$ cat src/rtl/brf_pkg.sv
// Shared types and constants for the block ring FIFO.
package brf_pkg;

  // Command codes carried on the cmd field.
  localparam logic [2:0] CMD_WR_SAMPLE   = 3'd0;
  localparam logic [2:0] CMD_RD_SAMPLE   = 3'd1;
  localparam logic [2:0] CMD_WR_BLOCK    = 3'd2;
  localparam logic [2:0] CMD_RD_BLOCK    = 3'd3;
  localparam logic [2:0] CMD_DROP_SAMPLE = 3'd4;
  localparam logic [2:0] CMD_DROP_BLOCK  = 3'd5;
  localparam logic [2:0] CMD_CLEAR       = 3'd6;
  localparam logic [2:0] CMD_STATUS      = 3'd7;

  // Register interface.
  localparam int          APB_AW         = 3;
  localparam logic        REG_BLOCK_SIZE = 1'b0;

  // Block size register and its legal span.
  localparam int          BS_W     = 7;
  localparam logic [6:0]  BS_RESET = 7'd16;
  localparam logic [6:0]  BS_MIN   = 7'd1;
  localparam logic [6:0]  BS_MAX   = 7'd64;

  // Width of the count fields on the result channel.
  localparam int          CNT_OUT_W = 11;

  // Commands from the controller to the datapath.
  typedef struct packed {
    logic take_in;    // latch the input transfer
    logic exec;       // execute one step of the latched command
    logic first;      // first element of a block read
    logic last;       // this step produces the final result of the item
    logic div_start;  // start the block count division
    logic push;       // load the result into the output register
  } brf_ctl_t;

  // Status from the datapath to the controller.
  typedef struct packed {
    logic [2:0]      cmd;        // latched command
    logic            blk_avail;  // at least one whole block stored
    logic            out_free;   // output register can take a result
    logic            div_busy;   // block count division in progress
    logic [BS_W-1:0] bs;         // effective block size
  } brf_sts_t;

endpackage

$ cat src/rtl/brf_regs.sv
// Register port: holds block_size and derives the effective block size.
module brf_regs (
  input  logic                       clk,
  input  logic                       rst,
  input  logic                       psel,
  input  logic                       penable,
  input  logic                       pwrite,
  input  logic [brf_pkg::APB_AW-1:0] paddr,
  input  logic [31:0]                pwdata,
  output logic [31:0]                prdata,
  output logic                       pready,
  output logic [brf_pkg::BS_W-1:0]   bs
);
  import brf_pkg::*;

  logic [BS_W-1:0] block_size;
  logic            hit;

  assign hit    = (paddr[APB_AW-1:2] == REG_BLOCK_SIZE);
  assign pready = 1'b1;

  // Register write on the access phase of a transfer.
  always_ff @(posedge clk) begin
    if (rst) begin
      block_size <= BS_RESET;
    end else if (psel && penable && pwrite && hit) begin
      block_size <= pwdata[BS_W-1:0];
    end
  end

  // Read back the stored value.
  assign prdata = hit ? {{(32 - BS_W){1'b0}}, block_size} : 32'd0;

  // Zero acts as one, values above the maximum act as the maximum.
  always_comb begin
    if (block_size < BS_MIN) begin
      bs = BS_MIN;
    end else if (block_size > BS_MAX) begin
      bs = BS_MAX;
    end else begin
      bs = block_size;
    end
  end

endmodule

$ cat config.mk
export PLATFORM = sky130hd
export DESIGN_NAME = brf_regs
export DESIGN_NICKNAME = d
export VERILOG_FILES = /design/src/rtl/brf_pkg.sv /design/src/rtl/brf_regs.sv
export SDC_FILE = /design/constraint.sdc
export NUM_CORES = 1
export LEC_CHECK = 0
export BUFFER_PORTS_ARGS = -buffer_cell sky130_fd_sc_hd__buf_2
export CORE_UTILIZATION = 29
export CTS_CLUSTER_SIZE = 20
export DETAILED_ROUTE_END_ITERATION = 8
export PLACE_DENSITY = 0.88
export REMOVE_ABC_BUFFERS = 1
export SLEW_MARGIN = 10
export SYNTH_ARGS = -nofsm -noshare
export SYNTH_HDL_FRONTEND = slang
export SYNTH_SLANG_ARGS = --single-unit
$ cat constraint.sdc
create_clock -name clk -period 0.8 [get_ports clk]
set_input_delay 0.04 -clock clk [delete_from_list [all_inputs] [get_ports clk]]
set_output_delay 0.04 -clock clk [all_outputs]
set_load 0.05 [all_outputs]
Yosys cells after proc, flatten, opt, wreduce, memory -nomap -nowiden
Cells that the tools add are included.
{"block": "totals", "register_bits": 7, "latch_bits": 0, "ramBits": 0, "mem_bits_ro": 0, "inputBits": 40, "output_inout_bits": 40, "n_memories": 0}
{"block": "classes", "add_sub_neg": 0, "mul": 0, "div_mod_pow": 0, "order_cmp": 2, "n_eq_ne": 0, "shift": 0, "mux": 3, "n_bitwise": 1, "reduce_logical": 3}
{"operator": "$mux W7", "count": 3}
{"operator": "$gt A7 B7 Y1 const B", "count": 1}
{"operator": "$lt A7 B1 Y1 const B", "count": 1}
{"operator": "$logic_and A1 B1 Y1", "count": 3}
{"operator": "$not A1 Y1", "count": 1}

Longest topological paths before layout
{"block": "logic_depth", "word_depth": 3, "mapped_depth": 3}

Worst setup path after synthesis
Ideal clock, no wire load.
{"block": "synth_path", "path_type": "register -> output", "startpoint": "reg block_size[1]", "endpoint": "out bs[0] (netlist name)", "arrival_ps": 1601, "setup_slack_ps": -841, "path_stages_with_launch": 3, "path_cell_list": "dfxtp_1 or3_1 o41ai_2"}
{"block": "synth_via", "elab_chain_len": 3, "word_cells_on_any_way": 4}
{"element": "from (decl)", "line_no": "brf_regs.sv:16", "text": "logic [BS_W-1:0] block_size;"}
{"element": "from (signal assigned)", "line_no": "brf_regs.sv:27", "text": "block_size <= pwdata[BS_W-1:0];"}
{"element": "$gt A7 B7 Y1", "line_no": "brf_regs.sv:38", "text": "end else if (block_size > BS_MAX) begin"}
{"element": "$mux W7", "line_no": "brf_regs.sv:38"}
{"element": "$mux W7 (*)", "line_no": "brf_regs.sv:36", "text": "if (block_size < BS_MIN) begin"}
{"element": "to (decl)", "line_no": "brf_regs.sv:12", "text": "output logic [brf_pkg::BS_W-1:0] bs"}
Mark *: on every way between the ends. The rest lies on a longest branch, timed or not.

Final worst setup path
Ends and elaborated chain as after synthesis.

==> results.py <==
metrics = {
    "floorplanning": {
        "ios": 80,
        "rows": 16,
        "dieWidth_um": 49.2,
        "die_area_um2": 2420,
        "initial_core_util_pct": 31.9,
        "coreArea_um2": 2020,
        "fp.dieH_um": 49.2,
    },
    "hold_path": {
        "hp-start": "pwdata[0]",
        "hp-class": "in -> reg",
    },
    "pwr": {
        "ir_worst_vdd_mv": 0.531,
        "powerDensity_nw_per_um2": 1170,
        "leakage_nw": 0.507,
        "fin_total_pwr_w": 0.00119,
    },
    "clocking": {
        "cts_tree": "done",
        "numCtsBuffers": 3,
        "cts_hold_buffers": 0,
        "clock-sinks": 7,
        "clk_pin_slew_worst_paths_ps": 50,
        "root_buffer": "clkbuf_4",
        "htree_levels": 1,
        "worst_skew_pair.late_latency_ps": 250,
        "clock_path_buffers": 2,
    },
    "yosys": {
        "avgSynthCellArea_um2": 8.61,
        "ys_types": 13,
        "ys_seq_elements": 7,
        "synth_area_leaders": "buf_4 (30%), dfxtp_1 (22%), nand2b_1 (13%), mux2i_1 (11%), and2b_2 (9.5%)",
        "ys_dominant_reg_cell": "dfxtp_1",
        "synthTopCellsByCount": "buf_4 (26), nand2b_1 (13), and2b_2 (7), dfxtp_1 (7), mux2i_1 (7)",
        "yosys.area_share.adder_pct": 0,
        "synthMuxAreaShare_pct": 10.9,
        "yosysTopAreaCell": "buf_4",
        "yosysWarnings": 0,
        "yosysSeqAreaShare_pct": 21.7,
        "yosysMostFrequentCell": "buf_4",
        "synthSimpleGateAreaFrac_pct": 30.6,
        "synth_enable_flop_cells": 0,
        "netlist_area_um2": 646,
        "synth_xor_xnor_area_share_pct": 0,
        "syn-instance-count": 75,
        "async_flop_share_pct": 0,
        "yosys.area.top_type_share_pct": 30.2,
        "synth_compound_area_share_pct": 2.52,
        "synth_top_family_by_area": "buffers and inverters",
    },
    "layout": {
        "largestRegisters": "block_size (7)",
        "postLayoutCoreUtil_pct": 50.4,
        "fillers": 179,
        "drive_above_1_share_pct": 55.4,
        "layout.nets": 153,
        "top_register": "block_size",
        "antenna_cells": 0,
        "largest_register_ffs": 7,
        "area_delta_synth_final_pct": 57.8,
    },
    "route": {
        "avgRoutedWirePerCell_um": 9.96,
        "ant_nets": 0,
        "finalWirelength_um": 1380,
        "vias": 523,
        "first_pass_iters": 1,
        "drc": 0,
        "vias_per_cell": 3.76,
        "drt-initial-drc-count": 0,
    },
    "global_route": {
        "grt_overflow": 0,
        "grt_start_max_net_pins": 15,
        "grt_usage_pct": 12.3,
        "grt_pass1_vias": 479,
        "grt_pass1_wl_um": 2150,
        "antenna_found_initial": 0,
    },
    "critical_path": {
        "reg2reg_to": "block_size[4]",
        "regToRegStartpoint": "block_size[4]",
        "crit_type": "reg -> out",
        "cp-startpoint": "block_size[1]",
        "r2r_slack_ps": 20,
        "cp.required_ps": 760,
        "crit_path_end_kind": "output port",
        "worstPathArrival_ps": 1380,
        "r2r_cells": 4,
        "critPathLaunchType": "flip-flop",
        "crit_path_end": "bs[0]",
        "critPathMaxFanout": 2,
    },
    "sta": {
        "period_minus_slack_ps": 1420,
        "rsz0062_at_grt": "yes",
        "tns_ps": -4050,
        "min_period_over_period_pct": 178,
        "hold_viol": 0,
        "skew_ps": 0,
        "finalSetupViolations": 14,
        "max_freq_mhz": 703,
        "maxSlewViolCount": 0,
        "setup_ws_ps": -622,
    },
    "run": {
        "max_cap_viol_count": 0,
    },
    "placed_design": {
        "numPortBuffers": 26,
        "pre_cts_ws_ps": -412,
        "gp_congestion": 0.791,
    },
    "status": {
        "status": "complete, but fails checks",
        "violations": "setup timing",
    },
}
routing by layer:
| metal | global-route usage [%] | part of all wire (%) |
|---|---|---|
| met5 | 0 | 0 |
| met4 | 5.88 | 1.5 |
| met2 | 21.7 | 53 |
| met1 | 12.9 | 37 |
| met3 | 4.05 | 8.2 |
cell type report:
cell class	instances	area, µm²	area share (%)
Clock buffer	4	26.3	2.58
Multi-Input combinational cell	63	427	41.9
Tap cell	27	33.8	3.32
Sequential cell	7	151	14.9
Timing Repair Buffer	38	380	37.3
worst max-delay path: stages (launching register included):
cell and delay, ps:
dfxtp_2 310, or3_1 380, o41ai_2 200, buf_4 250
report_power, final:
group	leakage [nW]	total (W)	switching [W]	internal [W]
combinational	0.433	0.000511	0.000387	0.000124
clock	0.0150	0.000319	0.000129	0.000190
sequential	0.0594	0.000362	0.00000643	0.000356
worst min path at each step:
stage / endpoint / slack (ps) / depth (start not counted)
CTS: block_size[0] / 30 / 3
floorplan: block_size[0] / 190 / 2
finish: block_size[0] / 40 / 3
global route: block_size[4] / 50 / 3
detailed placement: block_size[3] / 310 / 3
global placement: block_size[0] / 310 / 3
cells by family after synthesis:
logic type / Yosys count
multiplexers: 7
AND/OR/NAND/NOR: 29
other: 2
flip-flops: 7
AO/OA/AOI/OAI: 1
buffers and inverters: 29
what timing repair did:
item,4_1_cts,5_1_grt
setup endpoints to repair,14,16
pin swaps,1,0
setup buffers,4,3
resized for setup,60,7
hold endpoints to repair,0,0
cell usage in the layout, fill, tap and decap left out, drive strengths merged:
| cell type | instances |
|---|---|
| clkbuf | 4 |
| o41ai | 1 |
| and4b | 1 |
| nand2b | 13 |
| mux2i | 7 |
| conb | 26 |
| or3 | 1 |
| nor2 | 2 |
| dfxtp | 7 |
| buf | 38 |
| nor2b | 5 |
| and2b | 7 |
through the flow:
stage,instance area [µm²],cells,hold slack [ps]
after floorplan,522,70,195
after global placement,766,132,311
after detailed placement,766,132,310
after CTS,1000,139,30.6
after global routing,1020,139,49.9
final,1020,139,37.5
(Power assumes the default switching activity.)
