--- src/rtl/brf_pkg.sv ---
// Shared types and constants for the block ring FIFO.
package brf_pkg;

  // Command codes carried on the cmd field.
  localparam logic [2:0] CMD_WR_SAMPLE   = 3'd0;
  localparam logic [2:0] CMD_RD_SAMPLE   = 3'd1;
  localparam logic [2:0] CMD_WR_BLOCK    = 3'd2;
  localparam logic [2:0] CMD_RD_BLOCK    = 3'd3;
  localparam logic [2:0] CMD_DROP_SAMPLE = 3'd4;
  localparam logic [2:0] CMD_DROP_BLOCK  = 3'd5;
  localparam logic [2:0] CMD_CLEAR       = 3'd6;
  localparam logic [2:0] CMD_STATUS      = 3'd7;

  // Register interface.
  localparam int          APB_AW         = 3;
  localparam logic        REG_BLOCK_SIZE = 1'b0;

  // Block size register and its legal span.
  localparam int          BS_W     = 7;
  localparam logic [6:0]  BS_RESET = 7'd16;
  localparam logic [6:0]  BS_MIN   = 7'd1;
  localparam logic [6:0]  BS_MAX   = 7'd64;

  // Width of the count fields on the result channel.
  localparam int          CNT_OUT_W = 11;

  // Commands from the controller to the datapath.
  typedef struct packed {
    logic take_in;    // latch the input transfer
    logic exec;       // execute one step of the latched command
    logic first;      // first element of a block read
    logic last;       // this step produces the final result of the item
    logic div_start;  // start the block count division
    logic push;       // load the result into the output register
  } brf_ctl_t;

  // Status from the datapath to the controller.
  typedef struct packed {
    logic [2:0]      cmd;        // latched command
    logic            blk_avail;  // at least one whole block stored
    logic            out_free;   // output register can take a result
    logic            div_busy;   // block count division in progress
    logic [BS_W-1:0] bs;         // effective block size
  } brf_sts_t;

endpackage

--- src/rtl/brf_div.sv ---
// Bit-serial divider that forms both block counts from the fill counts.
module brf_div #(
  parameter int CW = 11
) (
  input  logic                     clk,
  input  logic                     rst,
  input  logic                     start,
  input  logic [CW-1:0]            num_a,
  input  logic [CW-1:0]            num_b,
  input  logic [brf_pkg::BS_W-1:0] den,
  output logic [CW-1:0]            quo_a,
  output logic [CW-1:0]            quo_b,
  output logic                     busy
);
  import brf_pkg::*;

  localparam int SCW = $clog2(CW + 1);

  logic [SCW-1:0]  steps;
  logic [CW-1:0]   sh_a;
  logic [CW-1:0]   sh_b;
  logic [BS_W-1:0] rem_a;
  logic [BS_W-1:0] rem_b;
  logic [BS_W:0]   trial_a;
  logic [BS_W:0]   trial_b;
  logic [BS_W:0]   den_x;
  logic            ge_a;
  logic            ge_b;

  // One quotient bit per cycle for each count.
  assign den_x   = {1'b0, den};
  assign trial_a = {rem_a, sh_a[CW-1]};
  assign trial_b = {rem_b, sh_b[CW-1]};
  assign ge_a    = (trial_a >= den_x);
  assign ge_b    = (trial_b >= den_x);

  // Step counter.
  always_ff @(posedge clk) begin
    if (rst) begin
      steps <= '0;
    end else if (start) begin
      steps <= SCW'(CW);
    end else if (steps != '0) begin
      steps <= steps - SCW'(1);
    end
  end

  // Shift registers: dividend bits leave at the top, quotient bits enter below.
  always_ff @(posedge clk) begin
    if (start) begin
      sh_a  <= num_a;
      sh_b  <= num_b;
      rem_a <= '0;
      rem_b <= '0;
    end else if (steps != '0) begin
      sh_a  <= {sh_a[CW-2:0], ge_a};
      sh_b  <= {sh_b[CW-2:0], ge_b};
      rem_a <= ge_a ? BS_W'(trial_a - den_x) : trial_a[BS_W-1:0];
      rem_b <= ge_b ? BS_W'(trial_b - den_x) : trial_b[BS_W-1:0];
    end
  end

  assign quo_a = sh_a;
  assign quo_b = sh_b;
  assign busy  = (steps != '0);

endmodule

--- config.mk ---
export PLATFORM = sky130hd
export DESIGN_NAME = brf_div
export DESIGN_NICKNAME = d
export VERILOG_FILES = /design/src/rtl/brf_pkg.sv /design/src/rtl/brf_div.sv
export SDC_FILE = /design/constraint.sdc
export NUM_CORES = 1
export LEC_CHECK = 0
export ABC_AREA = 1
export BUFFER_PORTS_ARGS = -buffer_cell sky130_fd_sc_hd__buf_2
export CAP_MARGIN = 0
export CORE_UTILIZATION = 55
export CTS_CLUSTER_SIZE = 8
export DETAILED_ROUTE_END_ITERATION = 6
export PLACE_DENSITY = 0.81
export SLEW_MARGIN = 20
export SYNTH_ARGS = -nofsm -noshare
export SYNTH_HDL_FRONTEND = slang
export SYNTH_SLANG_ARGS = --single-unit
--- constraint.sdc ---
create_clock -name clk -period 2.2 [get_ports clk]
set_input_delay 0.55 -clock clk [delete_from_list [all_inputs] [get_ports clk]]
set_output_delay 0.55 -clock clk [all_outputs]
set_load 0.01 [all_outputs]
# [Word level (Yosys, flattened, before mapping)]
# Cells that the tools add are included.
[classes] bitwise_logic=0 addsub=3 order_cmp=2 div_mod_pow=0 reduce_logical=3 n_shift=0 n_eq_ne=0 mux=8 multipliers=0
[op_table] operator="$mux W11" count=4
[op_table] operator="$ge A8 B7 Y1" count=2
[op_table] operator="$mux W7" count=2
[op_table] operator="$sub A7 B7 Y7" count=2
[op_table] operator="$mux W4" count=2
[op_table] operator="$reduce_bool A4 Y1" count=1
[op_table] operator="$sub A4 B1 Y4 const B" count=1
[op_table] operator="$reduce_bool A2 Y1" count=1
[op_table] operator="$reduce_or A2 Y1" count=1
[word_totals] output_inout_bits=23 word_cells=22 memories=0 register_bits=40 inputBits=32 rom_bits=0 mem_bits_rw=0 latchBits=0

# [Logic depth before layout (Yosys ltp)]
[depth] ltp_word=3 depth_mapped=12 depth_no_buf=12

# [Least setup slack after synthesis]
# Ideal clock, no wire load.
[synth_path] path_kind="input -> register" start="input den[0] (netlist bit)" end="register sh_b[0], in the netlist quo_b[0] (data pin)" setup_time_ns=0.152 n_path_buf=0 t_required_ns=2.048 path_slack_ns=0.321 arrival_time_ns=1.727 cell_stages=9 path_cell_list="ha_1 -> fa_1 -> inv_1 -> nand2_1 -> nand2_1 -> nand2_1 -> nand2_1 -> nand2_1 -> a31oi_1"
[synth_via] elab_chain_len=3
[synth_lines] item="start, declared" line="brf_div.sv:10" source="input logic [brf_pkg::BS_W-1:0] den,"
[synth_lines] item="$ge A8 B7 Y1" line="brf_div.sv:35" source="assign ge_b = (trial_b >= den_x);"
[synth_lines] item="$mux W11" line="brf_div.sv:55" source="end else if (steps != '0) begin"
[synth_lines] item="$mux W11" line="brf_div.sv:50" source="if (start) begin"
[synth_lines] item="end signal, assigned" line="brf_div.sv:52" source="sh_b <= num_b;"
[synth_lines] item="end signal, assigned" line="brf_div.sv:57" source="sh_b <= {sh_b[CW-2:0], ge_b};"
[synth_lines] item="end, declared" line="brf_div.sv:21" source="logic [CW-1:0] sh_b;"
# No other way between the ends. The select of a mux whose other input is x is not followed.
# A chain may end at the register's enable or synchronous reset.

# [Worst setup path in the final report]
[layout_path] start="register sh_b[10], in the netlist quo_b[10]" end="register rem_b[1]"
[layout_via] elab_chain_len=2 word_cells_on_any_way=3 classes_between="add/sub: 1; order compare: 1; mux: 1"
[layout_lines] item="$sub A7 B7 Y7 or $ge A8 B7 Y1 (tied branches)" line="brf_div.sv:59, brf_div.sv:35"
[layout_lines] item="$mux W7 *" line="brf_div.sv:59" source="rem_b <= ge_b ? BS_W'(trial_b - den_x) : trial_b[BS_W-1:0];"
[layout_lines] item="end signal, assigned" line="brf_div.sv:59"
[layout_lines] item="end, declared" line="brf_div.sv:23" source="logic [BS_W-1:0] rem_b;"
# Every way passes the cells marked *; elsewhere a longest branch is shown, timed or not.

==> results_dict.tcl <==
set metrics [dict create \
    regArea_sq_mm 0.00102 \
    clkSlewWorstSetupHoldPaths_ps 80 \
    mappedNetlistArea_sq_mm 0.00254 \
    yosysTopAreaCell "edfxtp_1" \
    clock_latency_ps 300 \
    yosysMostFrequentCell "nand2_1" \
    critPathLaunchType "flip-flop" \
    p_seq_share_pct 33.1 \
    p_switching_uw 1390 \
    avgSynthCellArea_sq_um 7.46 \
    synth_common_cells "nand2_1, inv_1, nand3_1" \
    clock_sink_count 40 \
    cpMostUsedCell "nand2_1" \
    fin_tns_setup_ps 0 \
    grt_max_degree 28 \
    die_area_sq_mm 0.00490 \
    cts_tree "done" \
    slew_viol_final 0 \
    totalWireLength_um 5430 \
    critPathKind "reg2reg" \
    multiInputGateArea_sq_mm 0.00133 \
    cts_resized 0 \
    viasPerCell 5.14 \
    fin_crit_sh_pct 90.5 \
    post-cts-setup-buffers 0 \
    wl_per_cell_um 12.1 \
    post-place-ws_ps -19.9 \
    antenna_found_initial 0 \
    max_freq_mhz 502 \
    outcome "finished clean" \
    synth.area.top_cells "edfxtp_1, nand2_1, dfxtp_1" \
    internal_power_uw 2000 \
    gp_congestion 0.910 \
    relSlewSlack_pct 75.7 \
    crit_slowest_cell "fa_1" \
    post-place-cells 442 \
    area_growth_pct 16.7 \
    vias 2313 \
    syn-instance-count 341 \
    clk_path_buf_depth 2 \
    drive_above_1_share_pct 19.6 \
    leakage_uw 0.00160 \
    async_flop_share_pct 0 \
    ys_seq_area_share_pct 40.1 \
    clockRootBuffer "clkbuf_8" \
    cts_hold_buf 0 \
    tightest_slew_ps 364 \
    synth_nets 389 \
    core_area_sq_mm 0.00441 \
    ys.flop_type "edfxtp_1" \
    ys_ff_latch 40 \
    r2r_slack_ps 210 \
    die_y_um 70.0 \
    fin_crit_ps 1990 \
    ant_nets 0 \
    crit_family "simple AND/OR/NAND/NOR gates" \
    cts_max_level 2 \
    grt_pass1_vias 2233 \
    grt_pass1_wl_um 9360 \
    crit_required_ps 2420 \
    firstDrtPassIters 4 \
    power_uw 3380 \
    crit_chain "inv_1 > ha_1 > fa_1 > inv_1 > nand2_1 > nand2_1 > nand2_1 > nand2_1 > nand2_1 > nand3_1 > nand3_1 > o21ai_1" \
    path_buf_inv 2 \
    nets 445 \
    io_pins 55 \
    dp_hpwl_um 4100 \
    vdd_drop_max_mv 0.645 \
    max_cap_violations 0 \
    post-route-util_pct 67.3 \
    cts_made_buffers 5 \
    drc 0 \
    hold_violations 0 \
    instances_no_fill 450 \
    p_per_area_mw_per_mm2 1140 \
    cp-end-kind "flip-flop" \
    switching_share_pct 41.0 \
    rows 24 \
    portBuffers 54 \
    groute.usage.overall_pct 23.9 \
    crit_fanout 8 \
    comb_power_share_pct 49.0 \
    drtIter0Drc 93 \
    antenna_cells 0 \
    initial_core_util_pct 57.6 \
    rsz0062_at_grt "no" \
    setup-violations-final 0 \
    fill_cells 372 \
    fin_skew_ps 6.43 \
    crit_path_max_incr_delay_ps 410 \
    clkPwrFrac_pct 17.9 \
    cp.arrival_ps 2210 \
    worstHoldPathType "in2reg" \
    fin_ws_ps 209 \
    synth.distinct_cells 29 \
    synth_warnings 0 \
    yosysTopAreaCellShare_pct 26.0 \
    grt-ovfl-total 0 \
    die_x_um 70.0 \
    synth-edff-count 22 \
]
placed cells by master (no fill, tap or decap), types with 9 or more instances in the layout:
cell type,netlist,layout
nor2_1,14,14
nand3b_1,9,9
nand3_1,31,31
ha_1,14,14
inv_1,41,41
dfxtp_1,18,18
nand2_1,145,145
buf_2,1,54
edfxtp_1,22,22
stage by stage:
stage / instance area (sq um) / hold WS (ps)
after global placement: 2860 / 456
after detailed placement: 2860 / 457
final: 2970 / 439
after global routing: 2970 / 452
after CTS: 2970 / 439
after floorplan: 2540 / 441
cells by family after synthesis:
logic type      after synthesis  share of synthesized area, %
simple gates                215                          37.8
buf+inv                      50                          7.77
flops                        40                          40.1
fa+ha+maj                    16                          8.46
compound gates               14                          3.74
xor+xnor                      6                          2.07
final timing paths:
path                         startpoint               endpoint  depth (start not counted)
setup / recovery    quo_b[10]$_DFFE_PP_  rem_b[1]$_SDFFE_PP0P_                         12
hold reg to reg   rem_b[6]$_SDFFE_PP0P_  rem_b[6]$_SDFFE_PP0P_                          2
setup reg to reg    quo_b[10]$_DFFE_PP_  rem_b[1]$_SDFFE_PP0P_                         12
hold / removal                      rst  steps[1]$_SDFFE_PP0P_                          2
per-layer routing:
layer,vias to the layer above,routed length [um],GRT usage [%]
li1,1196,-,-
met5,-,0,0
met1,1043,2340,28.8
met3,13,255,5.63
met4,0,105,7.56
met2,61,2720,41.9
sequential cells by signal, summed over array words and instances (netlist names):
name	flops
quo_a	11
quo_b	11
rem_a	7
rem_b	7
steps	4
power groups by stage:
stage	clock, uW	sequential, uW	combinational (uW)
5_1_grt	641	1140	1890
3_3_place_gp	0	1130	1600
4_1_cts	616	1120	1660
6_report	605	1120	1660
2_1_floorplan	0	1140	1270
3_5_place_dp	0	1130	1640
cell type report:
type,count,area share [%]
well taps,52,2.19
clock inverters,3,1.43
inverters,43,5.44
flip-flops and latches,40,34.4
clock buffers,5,2.32
multi-input cells,251,44.6
repair buffers,56,9.61
worst register-to-register path, cell delays in order (launching register included):
cell and delay (ps):
edfxtp_1 350, inv_1 60, ha_1 210, fa_1 410, inv_1 100, nand2_1 70
nand2_1 80, nand2_1 80, nand2_1 60, nand2_1 170, nand3_1 130, nand3_1 90
o21ai_1 110
(Power assumes the default switching activity.)
