`config.mk`:
```
export PLATFORM = sky130hd
export DESIGN_NAME = brf_ctrl
export DESIGN_NICKNAME = d
export VERILOG_FILES = /design/src/rtl/brf_pkg.sv /design/src/rtl/brf_ctrl.sv
export SDC_FILE = /design/constraint.sdc
export NUM_CORES = 1
export LEC_CHECK = 0
export BUFFER_PORTS_ARGS = -buffer_cell sky130_fd_sc_hd__buf_2
export CAP_MARGIN = 0
export CELL_PAD_IN_SITES_DETAIL_PLACEMENT = 1
export CELL_PAD_IN_SITES_GLOBAL_PLACEMENT = 2
export CORE_MARGIN = 10
export CORE_UTILIZATION = 30
export CTS_CLUSTER_DIAMETER = 30
export DETAILED_ROUTE_END_ITERATION = 10
export HOLD_SLACK_MARGIN = 0.06
export MAX_ROUTING_LAYER = met4
export PLACE_DENSITY_LB_ADDON = 0.1
export SLEW_MARGIN = 15
export SYNTH_ARGS = -nofsm -noshare
export SYNTH_HDL_FRONTEND = slang
export SYNTH_SLANG_ARGS = --single-unit
```
`constraint.sdc`:
```
create_clock -name clk -period 3.8 [get_ports clk]
set_clock_uncertainty 0.2 [all_clocks]
set_input_delay 1.14 -clock clk [delete_from_list [all_inputs] [get_ports clk]]
set_output_delay 1.14 -clock clk [all_outputs]
set_load 0.01 [all_outputs]
```
`src/rtl/brf_pkg.sv`:
```
// Shared types and constants for the block ring FIFO.
package brf_pkg;

  // Command codes carried on the cmd field.
  localparam logic [2:0] CMD_WR_SAMPLE   = 3'd0;
  localparam logic [2:0] CMD_RD_SAMPLE   = 3'd1;
  localparam logic [2:0] CMD_WR_BLOCK    = 3'd2;
  localparam logic [2:0] CMD_RD_BLOCK    = 3'd3;
  localparam logic [2:0] CMD_DROP_SAMPLE = 3'd4;
  localparam logic [2:0] CMD_DROP_BLOCK  = 3'd5;
  localparam logic [2:0] CMD_CLEAR       = 3'd6;
  localparam logic [2:0] CMD_STATUS      = 3'd7;

  // Register interface.
  localparam int          APB_AW         = 3;
  localparam logic        REG_BLOCK_SIZE = 1'b0;

  // Block size register and its legal span.
  localparam int          BS_W     = 7;
  localparam logic [6:0]  BS_RESET = 7'd16;
  localparam logic [6:0]  BS_MIN   = 7'd1;
  localparam logic [6:0]  BS_MAX   = 7'd64;

  // Width of the count fields on the result channel.
  localparam int          CNT_OUT_W = 11;

  // Commands from the controller to the datapath.
  typedef struct packed {
    logic take_in;    // latch the input transfer
    logic exec;       // execute one step of the latched command
    logic first;      // first element of a block read
    logic last;       // this step produces the final result of the item
    logic div_start;  // start the block count division
    logic push;       // load the result into the output register
  } brf_ctl_t;

  // Status from the datapath to the controller.
  typedef struct packed {
    logic [2:0]      cmd;        // latched command
    logic            blk_avail;  // at least one whole block stored
    logic            out_free;   // output register can take a result
    logic            div_busy;   // block count division in progress
    logic [BS_W-1:0] bs;         // effective block size
  } brf_sts_t;

endpackage

```
`src/rtl/brf_ctrl.sv`:
```
// Controller: sequences each command through execute, divide and output.
module brf_ctrl (
  input  logic              clk,
  input  logic              rst,
  input  logic              in_valid,
  output logic              in_stall,
  input  brf_pkg::brf_sts_t sts,
  output brf_pkg::brf_ctl_t ctl
);
  import brf_pkg::*;

  typedef enum logic [2:0] {
    S_IDLE,
    S_EXEC,
    S_START,
    S_DIV,
    S_PUSH
  } state_t;

  state_t          state;
  logic [BS_W-1:0] elem;
  logic            more;
  logic            last_now;

  // Final result of the item: any command but a block read, a rejected
  // block read, or the last element of a block read.
  always_comb begin
    if (sts.cmd != CMD_RD_BLOCK) begin
      last_now = 1'b1;
    end else if ((elem == '0) && !sts.blk_avail) begin
      last_now = 1'b1;
    end else begin
      last_now = (BS_W'(elem + BS_W'(1)) == sts.bs);
    end
  end

  // Commands to the datapath.
  always_comb begin
    ctl.take_in   = (state == S_IDLE) && in_valid;
    ctl.exec      = (state == S_EXEC);
    ctl.first     = (elem == '0);
    ctl.last      = last_now;
    ctl.div_start = (state == S_START);
    ctl.push      = (state == S_PUSH) && sts.out_free;
  end

  assign in_stall = (state != S_IDLE);

  // State and element counter.
  always_ff @(posedge clk) begin
    if (rst) begin
      state <= S_IDLE;
      elem  <= '0;
      more  <= 1'b0;
    end else begin
      case (state)
        S_IDLE: begin
          if (in_valid) begin
            state <= S_EXEC;
          end
        end
        S_EXEC: begin
          more  <= !last_now;
          state <= S_START;
        end
        S_START: begin
          state <= S_DIV;
        end
        S_DIV: begin
          if (!sts.div_busy) begin
            state <= S_PUSH;
          end
        end
        S_PUSH: begin
          if (sts.out_free) begin
            if (more) begin
              elem  <= elem + BS_W'(1);
              state <= S_EXEC;
            end else begin
              elem  <= '0;
              state <= S_IDLE;
            end
          end
        end
        default: begin
          state <= S_IDLE;
        end
      endcase
    end
  end

endmodule

```
### Yosys cells after proc, flatten, opt, wreduce, memory -nomap -nowiden

Index checks and enable logic that the tools add are counted.

| storage, ports and cells | value |
|---|---|
| output and inout bits | 7 |
| bits of input ports | 16 |
| register bits after elaboration | 11 |
| logic and storage cells | 31 |

| operators by class | value |
|---|---|
| equal/unequal tests | 9 |
| add/subtract/negate cells | 1 |
| mux-type cells | 8 |
| reductions and logical operators | 10 |

Operators with widths:

| cell | count |
|---|---|
| 3-bit case mux with 5 select lines | 1 |
| 3-bit two-way mux | 3 |
| 7-bit by 1-bit adder with 7-bit output (second input constant) | 1 |
| 7-bit equality test | 1 |
| 7-bit zero test | 1 |
| 7-bit two-way mux | 1 |
| 3-bit by 2-bit equality test with 1-bit output (second input constant) | 2 |
| 2-bit inequality test (second input constant) | 3 |
| 3-bit by 1-bit equality test with 1-bit output (second input constant) | 1 |
| 3-bit equality test (second input constant) | 1 |
| 1-bit logical AND | 3 |
| 3-bit zero test | 1 |
| 1-bit two-way mux | 3 |
| 3-bit by 2-bit inequality test with 1-bit output (second input constant) | 1 |
| 3-bit AND reduction | 1 |
| 3-bit nonzero test | 1 |
| 1-bit zero test | 2 |
| 2-bit AND reduction | 1 |

### Depth between registers and ports, before layout

Gate-level depths: netlist (run 1).

| logic depth | value |
|---|---|
| depth in word-level cells | 5 |
| mapped depth | 7 |
| gate-level depth less buffers | 6 |

### Worst setup path before layout (run 1)

OpenSTA, ideal clock, no wires.

| path | value |
|---|---|
| kind | input to output |
| start point | input port sts[5] (netlist bit) |
| end point | output port ctl[2] (netlist bit) |
| arrival time | 2,015 ps |
| stages | 5 |
| path slack | 445 ps |
| data required time | 2,460 ps |
| buffers on the path | 1 |
| path through | xnor2_1 > nor3_1 > o2111a_1 > or2_1 > buf_4 |

| between the ends | value |
|---|---|
| word-level cells in the longest chain between the ends | 3 |

Ends and longest elaborated chain:

| item | RTL line | RTL |
|---|---|---|
| start, declared | brf_ctrl.sv:7 | `input brf_pkg::brf_sts_t sts,` |
| 7-bit equality test | brf_ctrl.sv:33 | `last_now = (BS_W'(elem + BS_W'(1)) == sts.bs);` |
| 1-bit two-way mux | brf_ctrl.sv:30 | `end else if ((elem == '0) && !sts.blk_avail) begin` |
| 1-bit two-way mux | brf_ctrl.sv:28 | `if (sts.cmd != CMD_RD_BLOCK) begin` |
| end, declared | brf_ctrl.sv:8 | `output brf_pkg::brf_ctl_t ctl` |

No other way between the ends.

==> results of run 1 <==
-- worst max-delay path, cell delays in order --
cell      delay, ns
buf_2          0.10
xor2_1         0.14
xnor2_1        0.13
nor3_1         0.20
o2111a_1       0.24
or2_1          0.11
buf_2          0.12
-- cells in the final DEF (no fill, tap or decap), drive strengths merged --
cell type / count
buf: 23
dfxtp: 11
nor2: 10
nand2: 8
xnor2: 7
a21oi: 7
inv: 7
nand3: 5
nor2b: 4
nor3: 4
clkbuf: 4
xor2: 3
a21o: 3
or3: 2
nand2b: 2
mux2i: 2
nand3b: 2
o21ai: 2
a22oi: 2
ha: 2
and3: 2
nand4bb: 1
or3b: 1
o22ai: 1
o2111a: 1
nor4: 1
or2: 1
a32oi: 1
nor4b: 1
o41ai: 1
nand4b: 1
a211oi: 1
a2111oi: 1
-- where the power goes --
group          leakage [nW]  internal (mW)  total (mW)  switching [mW]
sequential           0.0891          0.118       0.123         0.00479
combinational         0.304         0.0231      0.0467          0.0237
clock                0.0150         0.0405      0.0816          0.0411
-- worst min-delay path by stage --
stage	end	from	slack (ns)
global placement	elem[1]	elem[1]	0.32
finish	elem[1]	elem[1]	0.34
detailed placement	elem[1]	elem[1]	0.33
CTS	elem[1]	elem[1]	0.34
global route	elem[1]	elem[1]	0.39
floorplan	elem[1]	elem[1]	0.27
-- sequential cells by signal, summed over array words and instances (netlist names) --
register  cells
state         3
elem          7
more          1
-- cell families after synthesis --
group	count (synthesis)	share of synthesized area
xor gates and xnor gates	10	0.108
AOI/OAI and AO/OA	20	0.175
and+or+nand+nor	45	0.304
muxes	2	0.0247
DFF	11	0.272
adders and majority gates	2	0.0309
buffers and inverters	14	0.0850
-- layout make-up --
type                            count  share of cell area
Timing Repair Buffer               23               0.124
Sequential cell                    11               0.232
Clock buffer                        4              0.0277
Multi-Input combinational cell     79               0.549
Tap cell                           30              0.0396
Inverter                            7              0.0277
-- stage by stage --
| stage | power [mW] | hold WS, ns | setup WS (ns) | instances | util |
|---|---|---|---|---|---|
| floorplan | 0.152 | 0.274 | 0.445 | 104 | - |
| global placement | 0.172 | 0.316 | 0.247 | 150 | 0.366 |
| detailed placement | 0.173 | 0.327 | 0.234 | 150 | 0.366 |
| CTS | 0.254 | 0.345 | 0.235 | 154 | 0.376 |
| global route | 0.269 | 0.394 | 0.138 | 154 | 0.376 |
| finish | 0.251 | 0.338 | 0.262 | 154 | 0.376 |
-- per-layer routing --
layer	track usage	wire length [µm]
met4	0.0194	12
met2	0.132	954
met3	0.0272	101
met5	-	0
met1	0.114	1140
==> results by group, run 1 <==
Setup path
  – FF-to-FF setup slack: about 1.8 ns
  – CP Max Fanout: 2
  – WS Path Type: in -> out
  – Worst r2r src: elem[0]
  – Critical Path Source Type: primary input
  – Worst R2R Path Depth: 6
  – R2R Path End: more
  – Worst setup endpoint: ctl[2]
  – WP data arrival: 2.20 ns
  – Worst EP required: 2.46 ns
  – Element type at the critical path end: primary output
  – Crit path launch: sts[4]

Global routing
  – First-pass GRT wire length: around 3.8 mm
  – Initial antenna violation count: 0
  – Gr usage total: 0.0887
  – Global route overflow: 0
  – Vias in the first global route: roughly 800
  – Largest net degree at the start of global routing: 13

Die
  – Core ar.: 2520 µm²
  – Die Wd: 71.9 µm
  – Die Y-Extent: 71.9 µm
  – Ports: 23
  – # rows: 18
  – Starting Density: 0.321
  – Die ar.: 5180 µm²

Yosys
  – Synthesized netlist cell count: 104
  – Yosys cell types: 37
  – Sequential share of the synthesized area: 0.272
  – Post-synthesis net count: 122
  – Mapped Area: between 800 and 900 µm²
  – Synth top area cells: dfxtp_1 (27%), xnor2_1 (7.6%), nor2_1 (4.6%), a21oi_1 (4.3%), nand2_1 (3.7%)
  – Register bit count reported by yosys: 11
  – Most instantiated cells after synthesis: dfxtp_1 (11), nor2_1 (10), nand2_1 (8)
  – Synth top area share: 0.272
  – Syn Area/Cell: around 7.8 µm²
  – Ys async rst share: 0
  – Most frequent cell after synthesis: dfxtp_1
  – Post-synth EDFFs: 0
  – Leading register cell type out of synthesis: dfxtp_1
  – Cell taking the most area after synthesis: dfxtp_1
  – Synth Warn #: 0

Outcome
  – Status: finished clean

Place
  – Routability cong.: around 0.8
  – Cell area after placement: 922 µm²
  – IO buf count: 22
  – Detailed placer's ending HPWL: 1.80 mm

Job
  – Max_cap viols: 0

Clock network
  – CTS tree: built
  – Hold buffers post-CTS: 0
  – Clock transition at path regs: 0.08 ns
  – Post-cts gate resize count: 0
  – TritonCTS Sinks: 11
  – Root buffer cell: clkbuf_4
  – H-tree Lvls: 1
  – CTS max path bufs: 2
  – Worst skew pair latency: ~0.26 ns
  – Setup bufs post-CTS: 0
  – CTS buffer count: 3

STA
  – Final Hold Fails: 0
  – Final Critical Period: 3.54 ns
  – Final setup vio count: 0
  – Fmax achieved: 283 MHz
  – RSZ-0062 raised after global routing: no
  – TNS Setup: 0 ns
  – Tightest Pin Transition: 0.354 ns
  – Period Utilization, post-route: 0.931
  – Relative slew slack: 0.764
  – Pins Over Slew Limit: 0

Drt
  – Drt via density: 5.04
  – Detail Route Antenna Nets: 0
  – Pre-antenna DRT Iters: 4
  – DRC violations left: 0
  – Routed wire length: 2.21 mm
  – Wire per inst: about 14 µm
  – Via count of the routed design: 776
  – Iter 0 DRT Violations: 50

Power and ir drop
  – Maximum vdd drop: 272 µV
  – Pleak: approximately 0.41 nW
  – Pwr/cell area: 265 nW/µm²

Final layout
  – Register area: approximately 220 µm²
  – Multi-input gate area: between 500 and 600 µm²
  – Antenna cell count: 0
  – NumNets Final: 143
  – Area grow syn2layout: 17.2%
  – Fraction of layout cells with a size suffix above 1: 0.250
  – Fill count: 328
  – Design area: 948 µm²

Hold path
  – Hold Path Cell Cnt: 2
  – HP Class: reg -> reg
Note: power is estimated with default switching activity, not from simulation.
==> run 2, diff against run 1 <==
--- a/config.mk
+++ b/config.mk
@@ -15,7 +15,7 @@
 export DETAILED_ROUTE_END_ITERATION = 10
 export HOLD_SLACK_MARGIN = 0.06
 export MAX_ROUTING_LAYER = met4
-export PLACE_DENSITY_LB_ADDON = 0.1
+export PLACE_DENSITY = 0.87
 export SLEW_MARGIN = 15
 export SYNTH_ARGS = -nofsm -noshare
 export SYNTH_HDL_FRONTEND = slang
==> run 2 against run 1 <==
Effect of this change: final cell count is the same; largest cell class unchanged; global-route usage is essentially flat; register-to-register slack gained 0.05 ns; critical endpoint unchanged; highest routed layer unchanged.
==> results by group, run 2 (synthesis results as in run 1) <==
Outcome
  – Status: finished clean

Die
  – Starting Density: 0.321 (unchanged)
  – Die Y-Extent: 71.9 µm (unchanged)
  – Ports: 23 (unchanged)
  – Die Wd: 71.9 µm (unchanged)
  – # rows: 18 (unchanged)
  – Core ar.: 2520 µm² (unchanged)
  – Die ar.: 5180 µm² (unchanged)

Power and ir drop
  – Pleak: 0.408 nW (unchanged)
  – Pwr/cell area: 266 nW/µm² (+0.28%)
  – Maximum vdd drop: 146 µV (-46%)

Setup path
  – Critical Path Source Type: primary input
  – Critical path's top delay family: simple AND/OR/NAND/NOR gates
  – Worst EP required: 2.46 ns (about the same)
  – Buffers plus inverters on the worst setup path: 2 (unchanged)
  – Element type at the critical path end: primary output
  – CP Max Fanout: 2 (unchanged)
  – Slowest stage delay, CP: 0.25 ns (about the same)
  – WS Path Type: in -> out
  – CP dominant cell by count: buf_2
  – WP data arrival: 2.21 ns (about the same)
  – CP Cell Sequence: buf_2 > xor2_1 > xnor2_1 > nor3_1 > o2111a_1 > or2_1 > buf_2
  – Max stage delay cell, worst path: o2111a_1

Final layout
  – Non-Filler Instances: 154 (unchanged)
  – Most common cell after layout, fill and taps aside: buf_2
  – Most frequent cells in the layout: buf_2 (22), dfxtp_1 (11), nor2_1 (10), nand2_1 (8)
  – Multi-input gate area: 520 µm² (unchanged)
  – Area grow syn2layout: 17.2% (unchanged)
  – Top reg by flops: elem
  – Design area: 948 µm² (unchanged)
  – Fraction of layout cells with a size suffix above 1: 0.250 (unchanged)
  – Fill count: 343 (+4.6%)
  – Register area: 220 µm² (unchanged)
  – Largest regs: elem: 7 flops, state: 3 flops, more: 1 flops
  – NumNets Final: 143 (unchanged)
  – Antenna cell count: 0 (unchanged)
  – Max reg flops: 7 (unchanged)

Clock network
  – TritonCTS Sinks: 11 (unchanged)
  – CTS buffer count: 3 (unchanged)
  – Clock transition at path regs: 0.07 ns (about the same)
  – Worst skew pair latency: 0.27 ns (about the same)
  – H-tree Lvls: 1 (unchanged)
  – Hold buffers post-CTS: 0 (unchanged)
  – Post-cts gate resize count: 0 (unchanged)
  – Setup bufs post-CTS: 0 (unchanged)
  – Root buffer cell: clkbuf_4
  – CTS tree: built
  – CTS max path bufs: 2 (unchanged)

Place
  – Routability cong.: 0.834 (+4.7%)
  – Detailed placer's ending HPWL: 1.77 mm (-1.5%)
  – Setup WS pre-CTS: 0.230 ns (-0.00421 ns)
  – IO buf count: 22 (unchanged)
  – Cell area after placement: 922 µm² (unchanged)
  – Placed Instances: 150 (unchanged)

Drt
  – Detail Route Antenna Nets: 0 (unchanged)
  – Drt via density: 5.27 (+4.6%)
  – Wire per inst: 14.7 µm (+2.4%)
  – Iter 0 DRT Violations: 24 (-52%)
  – Via count of the routed design: 812 (+4.6%)
  – Pre-antenna DRT Iters: 4 (unchanged)
  – DRC violations left: 0 (unchanged)
  – Routed wire length: 2.26 mm (+2.4%)

STA
  – TNS Setup: 0 ns (unchanged)
  – RSZ-0062 raised after global routing: no
  – Setup WS post-layout: 0.250 ns (-0.0129 ns)
  – Relative slew slack: 0.750 (-0.0144)
  – Period Utilization, post-route: 0.934 (+0.00340)
  – Fmax achieved: 282 MHz (-0.36%)
  – Final setup vio count: 0 (unchanged)
  – Pins Over Slew Limit: 0 (unchanged)
  – Final Critical Period: 3.55 ns (+0.0129 ns)
  – Final Hold Fails: 0 (unchanged)
  – Tightest Pin Transition: 0.375 ns (+0.0215 ns)

Global routing
  – Vias in the first global route: 813 (+1.4%)
  – Global route overflow: 0 (unchanged)
  – Initial antenna violation count: 0 (unchanged)
  – First-pass GRT wire length: 3.73 mm (-1.1%)
  – Gr usage total: 0.0889 (+0.000260)
  – Largest net degree at the start of global routing: 13 (unchanged)

Job
  – Max_cap viols: 0 (unchanged)

Hold path
  – HP Class: reg -> reg
run 2: cell counts in the layout (fill, tap and decap cells not counted):
Identical to the previous run, type by type.
run 2: where the power goes:
group	internal (mW)	switching (mW)	leakage [nW]
Sequential	0.118	0.00516	0.0891
Clock	0.0406	0.0410	0.0150
Combinational	0.0231	0.0240	0.304
run 2: layout make-up:
class,instances,area share
clock buffers,4,0.0277
repair buffers,23,0.124
multi-input cells,79,0.549
flip-flops and latches,11,0.232
well taps,30,0.0396
inverters,7,0.0277
run 2: metal layers:
metal | track usage | share of wire | up-vias
met4 | 0.0323 | 0.0075 | 0
met5 | - | 0 | -
met2 | 0.141 | 0.48 | 21
li1 | - | - | 401
met1 | 0.102 | 0.45 | 388
met3 | 0.0286 | 0.064 | 2
run 2: final timing paths:
path                start      end  slack (ns)  depth (start not counted)
hold reg to reg   elem[1]  elem[1]        0.33                          2
setup reg to reg  elem[0]     more        1.83                          6
hold / removal    elem[1]  elem[1]        0.33                          2
setup / recovery   sts[4]   ctl[2]        0.25                          7
run 2: worst register-to-register path: stages (launching register included):
cell and delay [ns]:
dfxtp_1 0.47, ha_1 0.31, and3_2 0.21, nand3_1 0.11
xnor2_1 0.16, o2111a_1 0.16, o41ai_2 0.26
run 2: per-stage QoR:
| step | hold slack (ns) | util | power [mW] |
|---|---|---|---|
| after floorplan | 0.274 | - | 0.152 |
| after global placement | 0.312 | 0.366 | 0.172 |
| after detailed placement | 0.333 | 0.366 | 0.173 |
| after CTS | 0.344 | 0.376 | 0.258 |
| after global routing | 0.379 | 0.376 | 0.271 |
| final | 0.332 | 0.376 | 0.252 |
==> run 3, diff against run 2 <==
--- a/config.mk
+++ b/config.mk
@@ -16,6 +16,7 @@
 export HOLD_SLACK_MARGIN = 0.06
 export MAX_ROUTING_LAYER = met4
 export PLACE_DENSITY = 0.87
+export REMOVE_ABC_BUFFERS = 1
 export SLEW_MARGIN = 15
 export SYNTH_ARGS = -nofsm -noshare
 export SYNTH_HDL_FRONTEND = slang
==> run 3 against run 2 <==
Effect of this change: sequential power hardly changed; count of clock-buffer cells in the layout stayed put; worst hold slack worse by 0.022 ns; utilization stayed put; die area stayed put; first-iteration DRC count is 71% higher; critical path type unchanged; critical endpoint unchanged; largest cell class unchanged; largest power group unchanged.
==> results by group, run 3 (synthesis results as in run 1) <==
STA
  – Pins Over Slew Limit: 0 (unchanged)
  – Final setup vio count: 0 (unchanged)
  – Tightest Pin Transition: 0.365 ns (-0.00992 ns)
  – Period Utilization, post-route: 0.938 (+0.00338)
  – Final Hold Fails: 0 (unchanged)
  – TNS Setup: 0 ns (unchanged)
  – Relative slew slack: 0.750 (about the same)
  – Setup WS post-layout: 0.237 ns (-0.0128 ns)
  – Final Critical Period: 3.56 ns (+0.0128 ns)
  – Fmax achieved: 281 MHz (-0.36%)
  – RSZ-0062 raised after global routing: no

Power and ir drop
  – Pwr/cell area: 264 nW/µm² (-0.55%)
  – Maximum vdd drop: 121 µV (-17%)
  – Pleak: 0.408 nW (unchanged)
  – Overall power: 0.251 mW (-0.55%)

Final layout
  – Top reg by flops: elem
  – Register area: 220 µm² (unchanged)
  – Most frequent cells in the layout: buf_2 (22), dfxtp_1 (11), nor2_1 (10), nand2_1 (8)
  – Area grow syn2layout: 17.2% (unchanged)
  – Most common cell after layout, fill and taps aside: buf_2
  – Design area: 948 µm² (unchanged)
  – Max reg flops: 7 (unchanged)
  – Fraction of layout cells with a size suffix above 1: 0.250 (unchanged)
  – Largest regs: elem: 7 flops, state: 3 flops, more: 1 flops
  – NumNets Final: 143 (unchanged)
  – Fill count: 332 (-3.2%)
  – Antenna cell count: 0 (unchanged)
  – Multi-input gate area: 520 µm² (unchanged)

Drt
  – Via count of the routed design: 792 (-2.5%)
  – Drt via density: 5.14 (-2.5%)
  – Wire per inst: 14.0 µm (-4.6%)
  – DRC violations left: 0 (unchanged)
  – Pre-antenna DRT Iters: 2 (-2)
  – Iter 0 DRT Violations: 41 (+71%)
  – Detail Route Antenna Nets: 0 (unchanged)
  – Routed wire length: 2.16 mm (-4.6%)

Global routing
  – First-pass GRT wire length: 3.64 mm (-2.6%)
  – Global route overflow: 0 (unchanged)
  – Vias in the first global route: 858 (+5.5%)
  – Largest net degree at the start of global routing: 13 (unchanged)
  – Initial antenna violation count: 0 (unchanged)
  – Gr usage total: 0.0866 (-0.00233)

Setup path
  – Worst r2r src: elem[0]
  – WS Path Type: in -> out
  – R2R Path End: more
  – Worst EP required: 2.46 ns (about the same)
  – FF-to-FF setup slack: 1.78 ns (-0.05 ns)
  – CP Max Fanout: 3 (+1)
  – Element type at the critical path end: primary output
  – Critical Path Source Type: primary input
  – Worst R2R Path Depth: 6 (unchanged)
  – WP data arrival: 2.22 ns (about the same)

Hold path
  – HP Start: elem[1]
  – Hold Path End: elem[1]
  – HP Class: reg -> reg
  – Hold Path Cell Cnt: 2 (unchanged)

Clock network
  – H-tree Lvls: 1 (unchanged)
  – Setup bufs post-CTS: 0 (unchanged)
  – CTS buffer count: 3 (unchanged)
  – CTS tree: built
  – Root buffer cell: clkbuf_4
  – Worst skew pair latency: 0.28 ns (about the same)
  – TritonCTS Sinks: 11 (unchanged)
  – CTS max path bufs: 2 (unchanged)
  – Post-cts gate resize count: 0 (unchanged)
  – Clock transition at path regs: 0.07 ns (about the same)
  – Hold buffers post-CTS: 0 (unchanged)

Place
  – Cell area after placement: 922 µm² (unchanged)
  – Detailed placer's ending HPWL: 1.73 mm (-2.0%)
  – Routability cong.: 0.760 (-8.8%)
  – IO buf count: 22 (unchanged)
  – Setup WS pre-CTS: 0.225 ns (-0.00485 ns)

Die
  – Die Wd: 71.9 µm (unchanged)
  – Starting Density: 0.321 (unchanged)
  – Die ar.: 5180 µm² (unchanged)
  – Ports: 23 (unchanged)
  – Die Y-Extent: 71.9 µm (unchanged)
  – Core ar.: 2520 µm² (unchanged)
  – # rows: 18 (unchanged)

Job
  – Max_cap viols: 0 (unchanged)

Outcome
  – Status: finished clean
run 3: cell counts in the layout (fill, tap and decap cells not counted):
Identical to the previous run, type by type.
run 3: critical path: stages:
cell and delay [ns]:
buf_2 0.10, xnor2_1 0.23, nor3_1 0.10, o2111a_1 0.29
or2_1 0.23, buf_2 0.14
run 3: area by class of cell:
class | count | share of cell area
multi-input combinational | 79 | 0.549
sequential | 11 | 0.232
timing repair buffer | 23 | 0.124
tap | 30 | 0.0396
inverter | 7 | 0.0277
clock buffer | 4 | 0.0277
run 3: stage by stage:
stage / utilization / instances / hold WS, ns
after CTS: 0.376 / 154 / 0.313
after detailed placement: 0.366 / 150 / 0.301
after global routing: 0.376 / 154 / 0.339
final: 0.376 / 154 / 0.311
after global placement: 0.366 / 150 / 0.291
after floorplan: - / 97 / 0.268
run 3: worst max-delay path by stage:
stage | start | cells past startpoint | to
after detailed placement | sts[5] | 7 | ctl[2]
final | sts[5] | 6 | ctl[2]
after global routing | sts[5] | 7 | ctl[2]
after CTS | sts[5] | 7 | ctl[2]
after floorplan | sts[4] | 5 | ctl[2]
after global placement | sts[5] | 6 | ctl[2]
run 3: report_power, final:
group | internal [mW] | total, mW | leakage [nW] | switching, mW
registers | 0.118 | 0.123 | 0.0891 | 0.00491
logic | 0.0231 | 0.0465 | 0.304 | 0.0234
clock network | 0.0408 | 0.0809 | 0.0150 | 0.0402
total | 0.182 | 0.251 | 0.408 | 0.0685
run 3: routing by layer:
metal	vias to the layer above	global-route usage	wire (µm)
li1	399	-	-
met1	370	0.0922	1010
met2	18	0.141	992
met3	5	0.0231	103
met4	0	0.0516	51
met5	-	-	0
